--- src/rtl/plcl_pkg.sv ---
// ----------------------------------------------------------------------------
// plcl_pkg: shared constants for the curve lookup block
// Field widths, status codes and Q16 constants.
// ----------------------------------------------------------------------------
`default_nettype none

package plcl_pkg;

  localparam int unsigned MAX_NODES_DEF = 32;

  localparam int unsigned TENOR_W = 16;
  localparam int unsigned RATE_W  = 32;
  localparam int unsigned NODE_W  = TENOR_W + RATE_W;
  localparam int unsigned W_W     = 17;
  localparam int unsigned CNT_W   = 6;
  localparam int unsigned IDX_W   = 5;
  localparam int unsigned STAT_W  = 3;
  localparam int unsigned IN_DW   = 72;
  localparam int unsigned OUT_DW  = 88;

  localparam logic [W_W-1:0] Q16_ONE = 17'h10000;

  localparam logic [STAT_W-1:0] ST_EMPTY  = 3'd0;
  localparam logic [STAT_W-1:0] ST_ZERO   = 3'd1;
  localparam logic [STAT_W-1:0] ST_BELOW  = 3'd2;
  localparam logic [STAT_W-1:0] ST_ABOVE  = 3'd3;
  localparam logic [STAT_W-1:0] ST_EXACT  = 3'd4;
  localparam logic [STAT_W-1:0] ST_INTERP = 3'd5;
  localparam logic [STAT_W-1:0] ST_LOADED = 3'd6;

endpackage

`default_nettype wire

--- src/rtl/plcl_mem.sv ---
// ----------------------------------------------------------------------------
// plcl_mem: curve node memory
// One write port, one read port, registered read data; {rate, tenor}.
// ----------------------------------------------------------------------------
`default_nettype none

module plcl_mem
  import plcl_pkg::*;
#(
  parameter int unsigned DEPTH = MAX_NODES_DEF,
  parameter int unsigned AW    = $clog2(DEPTH)
) (
  input  wire  logic              clk_i,
  input  wire  logic              we_i,
  input  wire  logic [AW-1:0]     waddr_i,
  input  wire  logic [NODE_W-1:0] wdata_i,
  input  wire  logic [AW-1:0]     raddr_i,
  output logic       [NODE_W-1:0] rdata_o
);

  logic [NODE_W-1:0] mem_q [DEPTH];

  always_ff @(posedge clk_i) begin
    if (we_i) begin
      mem_q[waddr_i] <= wdata_i;
    end
  end

  always_ff @(posedge clk_i) begin
    rdata_o <= mem_q[raddr_i];
  end

endmodule

`default_nettype wire

--- src/rtl/plcl_div.sv ---
// ----------------------------------------------------------------------------
// plcl_div: serial Q16 fraction divider
// floor(num * 2^16 / den) for num <= den, one quotient bit per cycle.
// ----------------------------------------------------------------------------
`default_nettype none

module plcl_div
  import plcl_pkg::*;
(
  input  wire  logic               clk_i,
  input  wire  logic               rst_ni,
  input  wire  logic               start_i,
  input  wire  logic [TENOR_W-1:0] num_i,
  input  wire  logic [TENOR_W-1:0] den_i,
  output logic                     done_o,
  output logic [W_W-1:0]           quo_o
);

  logic [TENOR_W:0]   rem_q;
  logic [TENOR_W-1:0] den_q;
  logic [4:0]         cnt_q;
  logic               busy_q;
  logic [TENOR_W:0]   diff;
  logic               ge;

  assign ge   = rem_q >= {1'b0, den_q};
  assign diff = ge ? (rem_q - {1'b0, den_q}) : rem_q;

  always_ff @(posedge clk_i or negedge rst_ni) begin
    if (!rst_ni) begin
      busy_q <= 1'b0;
      done_o <= 1'b0;
      cnt_q  <= '0;
    end else begin
      done_o <= 1'b0;
      if (start_i) begin
        busy_q <= 1'b1;
        cnt_q  <= 5'(W_W - 1);
      end else if (busy_q) begin
        if (cnt_q == '0) begin
          busy_q <= 1'b0;
          done_o <= 1'b1;
        end else begin
          cnt_q <= cnt_q - 1'b1;
        end
      end
    end
  end

  always_ff @(posedge clk_i) begin
    if (start_i) begin
      rem_q <= {1'b0, num_i};
      den_q <= den_i;
      quo_o <= '0;
    end else if (busy_q) begin
      // remainder stays below den, so the shifted value fits
      rem_q <= {diff[TENOR_W-1:0], 1'b0};
      quo_o <= {quo_o[W_W-2:0], ge};
    end
  end

endmodule

`default_nettype wire

--- src/rtl/piecewise_linear_curve_lookup_core.sv ---
// ----------------------------------------------------------------------------
// piecewise_linear_curve_lookup_core: zero-rate curve lookup with Q16 buckets
// The search alternates a read step and a compare step; the serial divider
//   sets the tail of an interpolated query, and is skipped when the weight is
//   forced to zero. One item at a time.
// Reset clears entry_count and the control state; the node memory is
//   undefined until loaded.
// ----------------------------------------------------------------------------
`default_nettype none

module piecewise_linear_curve_lookup_core
  import plcl_pkg::*;
#(
  parameter int unsigned MAX_NODES = MAX_NODES_DEF
) (
  input  wire  logic              clk_i,
  input  wire  logic              rst_ni,
  // configuration: entry_count
  input  wire  logic              cfg_we_i,
  input  wire  logic [CNT_W-1:0]  cfg_wdata_i,
  // input stream
  input  wire  logic              s_axis_tvalid_i,
  output logic                    s_axis_tready_o,
  // [4:0] entry_index, [20:5] node_tenor, [52:21] node_rate, [68:53] maturity
  input  wire  logic [IN_DW-1:0]  s_axis_tdata_i,
  // [0] mode
  input  wire  logic              s_axis_tuser_i,
  // output stream
  output logic                    m_axis_tvalid_o,
  input  wire  logic              m_axis_tready_i,
  // [31:0] rate_out, [33:32] bucket_count, [49:34] lower_node_tenor,
  // [65:50] upper_node_tenor, [82:66] upper_weight
  output logic [OUT_DW-1:0]       m_axis_tdata_o,
  // [2:0] status
  output logic [STAT_W-1:0]       m_axis_tuser_o
);

  localparam int unsigned AW = (MAX_NODES > 1) ? $clog2(MAX_NODES) : 1;
  localparam int unsigned CW = $clog2(MAX_NODES + 1);

  // sequencer codes
  localparam logic [3:0] S_IDLE  = 4'd0;
  localparam logic [3:0] S_FIRST = 4'd1;
  localparam logic [3:0] S_LAST  = 4'd2;
  localparam logic [3:0] S_SRCH  = 4'd3;
  localparam logic [3:0] S_PROBE = 4'd4;
  localparam logic [3:0] S_IDX   = 4'd5;
  localparam logic [3:0] S_LOW   = 4'd6;
  localparam logic [3:0] S_DIV   = 4'd7;
  localparam logic [3:0] S_MUL   = 4'd8;
  localparam logic [3:0] S_ADD   = 4'd9;
  localparam logic [3:0] S_OUT   = 4'd10;

  logic [3:0] state_q, state_d;
  logic [CNT_W-1:0] entry_count_q;

  // input fields
  logic [IDX_W-1:0]   in_idx;
  logic [TENOR_W-1:0] in_tenor;
  logic [RATE_W-1:0]  in_rate;
  logic [TENOR_W-1:0] in_mat;
  assign in_idx   = s_axis_tdata_i[4:0];
  assign in_tenor = s_axis_tdata_i[20:5];
  assign in_rate  = s_axis_tdata_i[52:21];
  assign in_mat   = s_axis_tdata_i[68:53];

  logic in_xfer;
  assign s_axis_tready_o = (state_q == S_IDLE);
  assign in_xfer = s_axis_tvalid_i && s_axis_tready_o;

  // nodes in use, clipped to the memory depth
  logic [CW-1:0] n;
  assign n = (32'(entry_count_q) > MAX_NODES) ? CW'(MAX_NODES) : CW'(entry_count_q);

  // memory
  logic              mem_we;
  logic [AW-1:0]     raddr;
  logic [NODE_W-1:0] rdata;
  logic [TENOR_W-1:0] rd_tenor;
  logic [RATE_W-1:0]  rd_rate;
  assign mem_we   = in_xfer && !s_axis_tuser_i && (32'(in_idx) < MAX_NODES);
  assign rd_tenor = rdata[TENOR_W-1:0];
  assign rd_rate  = rdata[NODE_W-1:TENOR_W];

  plcl_mem #(
    .DEPTH (MAX_NODES),
    .AW    (AW)
  ) u_mem (
    .clk_i   (clk_i),
    .we_i    (mem_we),
    .waddr_i (AW'(in_idx)),
    .wdata_i ({in_rate, in_tenor}),
    .raddr_i (raddr),
    .rdata_o (rdata)
  );

  // search and datapath registers
  logic [TENOR_W-1:0] mat_q;
  logic [CW-1:0]      lo_q, hi_q;
  logic [AW-1:0]      idx_q;
  logic [TENOR_W-1:0] th_q;
  logic [RATE_W-1:0]  rh_q, rl_q;
  logic [W_W-1:0]     w_q;
  logic signed [50:0] prod_q;

  logic [CW:0]   lohi_sum;
  logic [CW-1:0] mid;
  logic [CW-1:0] sidx;
  logic [CW-1:0] n_m1;
  assign lohi_sum = {1'b0, lo_q} + {1'b0, hi_q};
  assign mid      = lohi_sum[CW:1];
  assign n_m1     = n - 1'b1;
  assign sidx     = (lo_q >= n) ? n_m1 : lo_q;

  // divider
  logic           div_start, div_done;
  logic [W_W-1:0] div_quo;
  logic           no_div;
  assign no_div    = (rd_tenor >= mat_q) || (th_q <= rd_tenor);
  assign div_start = (state_q == S_LOW) && !no_div;

  plcl_div u_div (
    .clk_i   (clk_i),
    .rst_ni  (rst_ni),
    .start_i (div_start),
    .num_i   (mat_q - rd_tenor),
    .den_i   (th_q - rd_tenor),
    .done_o  (div_done),
    .quo_o   (div_quo)
  );

  // interpolation arithmetic
  logic signed [32:0] rdiff;
  logic signed [50:0] prod_sh;
  assign rdiff   = $signed({rh_q[RATE_W-1], rh_q}) - $signed({rl_q[RATE_W-1], rl_q});
  assign prod_sh = prod_q >>> 16;  // floor toward minus infinity

  // result holding registers
  logic [RATE_W-1:0]  res_rate_q;
  logic [STAT_W-1:0]  res_stat_q;
  logic [1:0]         res_cnt_q;
  logic [TENOR_W-1:0] res_lo_q, res_hi_q;

  logic out_free;
  assign out_free = !m_axis_tvalid_o || m_axis_tready_i;

  // next state and read address
  always_comb begin
    state_d = state_q;
    raddr   = '0;
    case (state_q)
      S_IDLE: begin
        if (in_xfer) begin
          if (!s_axis_tuser_i || n == '0 || in_mat == '0) begin
            state_d = S_OUT;
          end else begin
            state_d = S_FIRST;
          end
        end
      end
      S_FIRST: begin
        if (mat_q < rd_tenor) begin
          state_d = S_OUT;
        end else begin
          raddr   = n_m1[AW-1:0];
          state_d = S_LAST;
        end
      end
      S_LAST: begin
        state_d = (mat_q > rd_tenor) ? S_OUT : S_SRCH;
      end
      S_SRCH: begin
        if (lo_q < hi_q) begin
          raddr   = mid[AW-1:0];
          state_d = S_PROBE;
        end else begin
          raddr   = sidx[AW-1:0];
          state_d = S_IDX;
        end
      end
      S_PROBE: state_d = S_SRCH;
      S_IDX: begin
        if (rd_tenor == mat_q || idx_q == '0) begin
          state_d = S_OUT;
        end else begin
          raddr   = idx_q - 1'b1;
          state_d = S_LOW;
        end
      end
      S_LOW:   state_d = no_div ? S_MUL : S_DIV;
      S_DIV:   state_d = div_done ? S_MUL : S_DIV;
      S_MUL:   state_d = S_ADD;
      S_ADD:   state_d = S_OUT;
      S_OUT:   state_d = out_free ? S_IDLE : S_OUT;
      default: state_d = S_IDLE;
    endcase
  end

  always_ff @(posedge clk_i or negedge rst_ni) begin
    if (!rst_ni) begin
      state_q       <= S_IDLE;
      entry_count_q <= '0;
    end else begin
      state_q <= state_d;
      if (cfg_we_i) begin
        entry_count_q <= cfg_wdata_i;
      end
    end
  end

  // datapath
  always_ff @(posedge clk_i) begin
    case (state_q)
      S_IDLE: begin
        mat_q      <= in_mat;
        res_rate_q <= '0;
        res_cnt_q  <= '0;
        res_lo_q   <= '0;
        res_hi_q   <= '0;
        w_q        <= '0;
        if (!s_axis_tuser_i) begin
          res_stat_q <= ST_LOADED;
        end else if (n == '0) begin
          res_stat_q <= ST_EMPTY;
        end else begin
          res_stat_q <= ST_ZERO;
        end
      end
      S_FIRST: begin
        // single-node answer, used if below
        res_rate_q <= rd_rate;
        res_stat_q <= ST_BELOW;
        res_cnt_q  <= 2'd1;
        res_lo_q   <= rd_tenor;
        res_hi_q   <= rd_tenor;
        w_q        <= Q16_ONE;
      end
      S_LAST: begin
        res_rate_q <= rd_rate;
        res_stat_q <= ST_ABOVE;
        res_lo_q   <= rd_tenor;
        res_hi_q   <= rd_tenor;
        lo_q       <= '0;
        hi_q       <= n;
      end
      S_SRCH: begin
        idx_q <= (lo_q < hi_q) ? mid[AW-1:0] : sidx[AW-1:0];
      end
      S_PROBE: begin
        if (rd_tenor < mat_q) begin
          lo_q <= CW'({1'b0, idx_q}) + 1'b1;
        end else begin
          hi_q <= CW'({1'b0, idx_q});
        end
      end
      S_IDX: begin
        th_q       <= rd_tenor;
        rh_q       <= rd_rate;
        res_rate_q <= rd_rate;
        res_stat_q <= ST_EXACT;
        res_lo_q   <= rd_tenor;
        res_hi_q   <= rd_tenor;
      end
      S_LOW: begin
        rl_q       <= rd_rate;
        res_stat_q <= ST_INTERP;
        res_cnt_q  <= 2'd2;
        res_lo_q   <= rd_tenor;
        res_hi_q   <= th_q;
        w_q        <= '0;
      end
      S_DIV: begin
        if (div_done) begin
          w_q <= (div_quo > Q16_ONE) ? Q16_ONE : div_quo;
        end
      end
      S_MUL: begin
        prod_q <= rdiff * $signed({1'b0, w_q});
      end
      S_ADD: begin
        res_rate_q <= rl_q + prod_sh[RATE_W-1:0];
      end
      default: begin
      end
    endcase
  end

  // output register parts the result from the sequencer
  always_ff @(posedge clk_i or negedge rst_ni) begin
    if (!rst_ni) begin
      m_axis_tvalid_o <= 1'b0;
    end else if (state_q == S_OUT && out_free) begin
      m_axis_tvalid_o <= 1'b1;
    end else if (m_axis_tready_i) begin
      m_axis_tvalid_o <= 1'b0;
    end
  end

  always_ff @(posedge clk_i) begin
    if (state_q == S_OUT && out_free) begin
      m_axis_tdata_o <= {5'd0, w_q, res_hi_q, res_lo_q, res_cnt_q, res_rate_q};
      m_axis_tuser_o <= res_stat_q;
    end
  end

  // checks
  a_div_only_in_div: assert property (@(posedge clk_i) disable iff (!rst_ni)
    div_done |-> state_q == S_DIV)
    else $error("divider finished outside the divide step");

  a_hi_in_range: assert property (@(posedge clk_i) disable iff (!rst_ni)
    (state_q == S_SRCH) |-> (hi_q <= n && lo_q <= hi_q))
    else $error("search bounds out of range");

  a_weight_q16: assert property (@(posedge clk_i) disable iff (!rst_ni)
    (state_q == S_MUL) |-> w_q <= Q16_ONE)
    else $error("interpolation weight above one");

  a_no_write_busy: assert property (@(posedge clk_i) disable iff (!rst_ni)
    mem_we |-> state_q == S_IDLE)
    else $error("node write while a query is reading");

endmodule

`default_nettype wire

--- config.mk ---
export PLATFORM = sky130hd
export DESIGN_NAME = piecewise_linear_curve_lookup_core
export DESIGN_NICKNAME = d
export VERILOG_FILES = /design/src/rtl/plcl_pkg.sv /design/src/rtl/plcl_mem.sv /design/src/rtl/plcl_div.sv /design/src/rtl/piecewise_linear_curve_lookup_core.sv
export SDC_FILE = /design/constraint.sdc
export NUM_CORES = 2
export LEC_CHECK = 0
export ABC_AREA = 1
export BUFFER_PORTS_ARGS = -buffer_cell sky130_fd_sc_hd__buf_2
export CORE_UTILIZATION = 58
export CTS_BUF_LIST = sky130_fd_sc_hd__clkbuf_8 sky130_fd_sc_hd__clkbuf_16
export CTS_CLUSTER_DIAMETER = 200
export DETAILED_ROUTE_END_ITERATION = 8
export HOLD_SLACK_MARGIN = 0.03
export PLACE_DENSITY = 0.77
export SLEW_MARGIN = 40
export SYNTH_ARGS = -nofsm -noshare
export SYNTH_HDL_FRONTEND = slang
export SYNTH_HIERARCHICAL = 1
export SYNTH_SLANG_ARGS = --single-unit
--- constraint.sdc ---
create_clock -name clk_i -period 7 [get_ports clk_i]
set_input_delay 1.05 -clock clk_i [delete_from_list [all_inputs] [get_ports clk_i]]
set_output_delay 1.05 -clock clk_i [all_outputs]
set_load 0.005 [all_outputs]
==> flow_metrics.tcl <==
set metrics [dict create \
    seq_area_frac_synth_pct 56.9 \
    post-route-period-util_pct 105 \
    cp_num_buf_inv 8 \
    rows 154 \
    syn2layout_area_growth_pct 15.8 \
    synth_edf_count 1885 \
    drive_above_1_share_pct 15.4 \
    gp_congestion 0.980 \
    syn_avg_cell_area_um2 10.4 \
    cts_tree "done" \
    finalSetupViolCount 26 \
    hold_viol 0 \
    path_clk_slew_ns 0.07 \
    slew_headroom_pct 38.1 \
    placed_cells 12500 \
    violations "negative setup slack" \
    synth.distinct_cells 66 \
    cts_made_buffers 191 \
    firstDrtPassIters 6 \
    clockBufferDepth 3 \
    worst_setup_path_end_kind "flip-flop" \
    h-tree-depth 4 \
    drc 0 \
    worst_skew_pair.late_latency_ns 0.85 \
    die_h_um 423 \
    synth_top_area_share_pct 55.1 \
    r2r-start "rl_q[4]" \
    drv_slew 0 \
    die_w_um 423 \
    fin_area_um2 119000 \
    worstPathMaxFanout 8 \
    synth_flop_cell "edfxtp_1" \
    yosys.area.top_type "edfxtp_1" \
    critical_path_class "flip-flop to flip-flop" \
    cp_common_cell "fa_1" \
    post_dp_cell_area_um2 110000 \
    crit_family "adder cells" \
    pre_cts_slack_ns -0.726 \
    path_depth 34 \
    wire_per_inst_um 22.8 \
    rsz0062_at_grt "true" \
    grt_usage_pct 32.7 \
    worstPathRequired_ns 7.59 \
    yosys-top-cells-area "edfxtp_1 55%, nand2_1 11%, fa_1 10%" \
    synthTopCellsByCount "3022 x nand2_1, 1885 x edfxtp_1, 1280 x nand3_1" \
    dp_hpwl_um 183000 \
    hp-class "primary input to async pin" \
    critPathLaunch "rl_q[4]" \
    port_buffers 168 \
    n_fill_cell 12500 \
    outcome "finished, violations left" \
    ys_ff_latch 1969 \
    reg2reg_depth 34 \
    start_util_pct 58.4 \
    max_stage_delay_ns 0.57 \
    nets 11200 \
    r2r_end "prod_q[46]" \
    skew_ns 0.0503 \
    dieArea_um2 179000 \
    yosysWarnings 6 \
    overflow 0 \
    design.core.area_um2 176000 \
    tightest_slew_ns 0.928 \
    antenna_found_initial 28 \
    cts.sinks 1969 \
    setup_ws_ns -0.364 \
    fin_cells 12900 \
    crit_slowest_cell "fa_1" \
    grt_max_degree 196 \
    ant_nets 0 \
    synthCells 9828 \
    regToRegSetupSlack_ns -0.36 \
    syn-cell-area_um2 103000 \
    hold_buffers 0 \
    yosysMostFrequentCell "nand2_1" \
    cts-root-buf "clkbuf_16" \
    max_freq_mhz 136 \
    period_minus_slack_ns 7.36 \
    drt_iter0_markers 9104 \
    vias 75500 \
    avgViaCountPerCell 5.86 \
    worstPathArrival_ns 7.95 \
    io_pins 177 \
    cap_violations 0 \
    routed_wl_um 293000 \
    grt_pass1_wl_um 442000 \
    grt_pass1_vias 75500 \
    synthArstFlopShare_pct 0.914 \
    crit_path_start_kind "flip-flop" \
]
==> area by class of cell <==
cell class	count	area (um2)	share of cell area [%]
inverters	1046	4020	3.38
clock buffers	205	4980	4.19
clock inverters	148	1260	1.06
repair buffers	787	6550	5.51
flip-flops and latches	1969	58400	49.1
repair inverters	1	6.26	0.00526
diodes	13	32.5	0.0274
well taps	2340	2930	2.46
multi-input cells	6384	40800	34.3
==> stage by stage <==
stage                     utilization [%]  setup TNS [ns]  hold slack [ns]
after floorplan                         -               0            0.400
after CTS                            67.0           -2.95            0.119
final                                67.6           -5.08            0.169
after detailed placement             62.3          -16.31            0.405
after global routing                 67.6          -12.29            0.169
after global placement               62.1          -15.09            0.404
==> per-layer routing <==
layer  GRT usage [%]  vias to the layer above  share of wire [%]
met4            14.7                       18                4.7
met1            42.3                    36500                 36
li1                -                    33500                  -
met2            53.9                     4559                 48
met3            6.05                      872                 11
met5               0                        -              0.040
==> cell usage in the layout, fill, tap and decap left out, types with 15 or more instances in the layout <==
cell type / Yosys / layout
a21o_1: 22 / 22
a21oi_1: 192 / 135
a21oi_2: 2 / 45
a21oi_4: 1 / 15
buf_12: 1 / 47
buf_2: 168 / 168
buf_4: 47 / 507
buf_6: 28 / 44
clkbuf_16: 0 / 192
clkinv_1: 8 / 40
clkinv_2: 0 / 28
dfrtp_1: 18 / 18
dfxtp_1: 66 / 66
edfxtp_1: 1885 / 1885
fa_1: 520 / 490
fa_2: 0 / 30
ha_1: 242 / 199
ha_4: 0 / 39
inv_1: 1026 / 994
inv_2: 12 / 77
nand2_1: 3022 / 2941
nand2_2: 18 / 60
nand2_4: 1 / 38
nand3_1: 1280 / 1261
nand3_2: 2 / 17
nand3b_1: 17 / 17
nand4_1: 24 / 24
nor2_1: 571 / 479
nor2_2: 12 / 41
nor2_4: 1 / 64
nor3_1: 27 / 20
o21ai_0: 134 / 94
o21ai_1: 8 / 29
o21ai_2: 5 / 20
o22ai_1: 17 / 17
or2_1: 24 / 22
or2_2: 19 / 18
xnor2_1: 48 / 42
xor2_1: 54 / 47
==> state kept, by name (all words and copies together), names as in the netlist, 4 cells and up <==
signal and count:
hi_q 6, u_div/rem_q 17, mat_q 16, state_q 4
w_q 17, m_axis_tdata_o 83, u_mem/rdata_o 48, res_lo_q 16
res_rate_q 32, u_div/cnt_q 5, prod_q 32, res_hi_q 16
th_q 16, rh_q 32, u_mem/mem_q 1536, u_div/quo_o 17
idx_q 5, u_div/den_q 16, entry_count_q 6, rl_q 32
lo_q 6
==> worst register-to-register path, delay by kind of cell, from the launching register on <==
family | cells | cell delay (ns)
compound gates | 2 | 0.24
buf+inv | 8 | 0.85
xor+xnor | 2 | 0.28
simple gates | 14 | 1.73
fa+ha+maj | 8 | 3.58
flops | 1 | 0.40
==> how the worst max path moves through the flow <==
stage / slack [ns] / endpoint
final: -0.36 / prod_q[46]
after global routing: -0.58 / prod_q[35]
after CTS: -0.26 / prod_q[40]
after detailed placement: -0.73 / prod_q[40]
after global placement: -0.65 / prod_q[44]
after floorplan: 0.01 / prod_q[47]
==> kinds of logic after synthesis <==
group           after synthesis  share of synthesized area, %
compound gates              468                          2.62
xor+xnor                    110                         0.997
fa+ha+maj                   762                          13.1
mux                           1                        0.0110
buf+inv                    1479                          6.01
simple gates               5038                          20.4
flops                      1969                          56.9
other cells                   1                       0.00365
==> timing repair <==
action / CTS / global route
cloned: 3 / 0
setup endpoints to repair: 32 / 32
pin swaps: 142 / 166
resized for setup: 380 / 233
setup buffers: 40 / 22
Power is not shown: default switching activity piles up to over one toggle a cycle in this logic, so the estimate is an artifact.
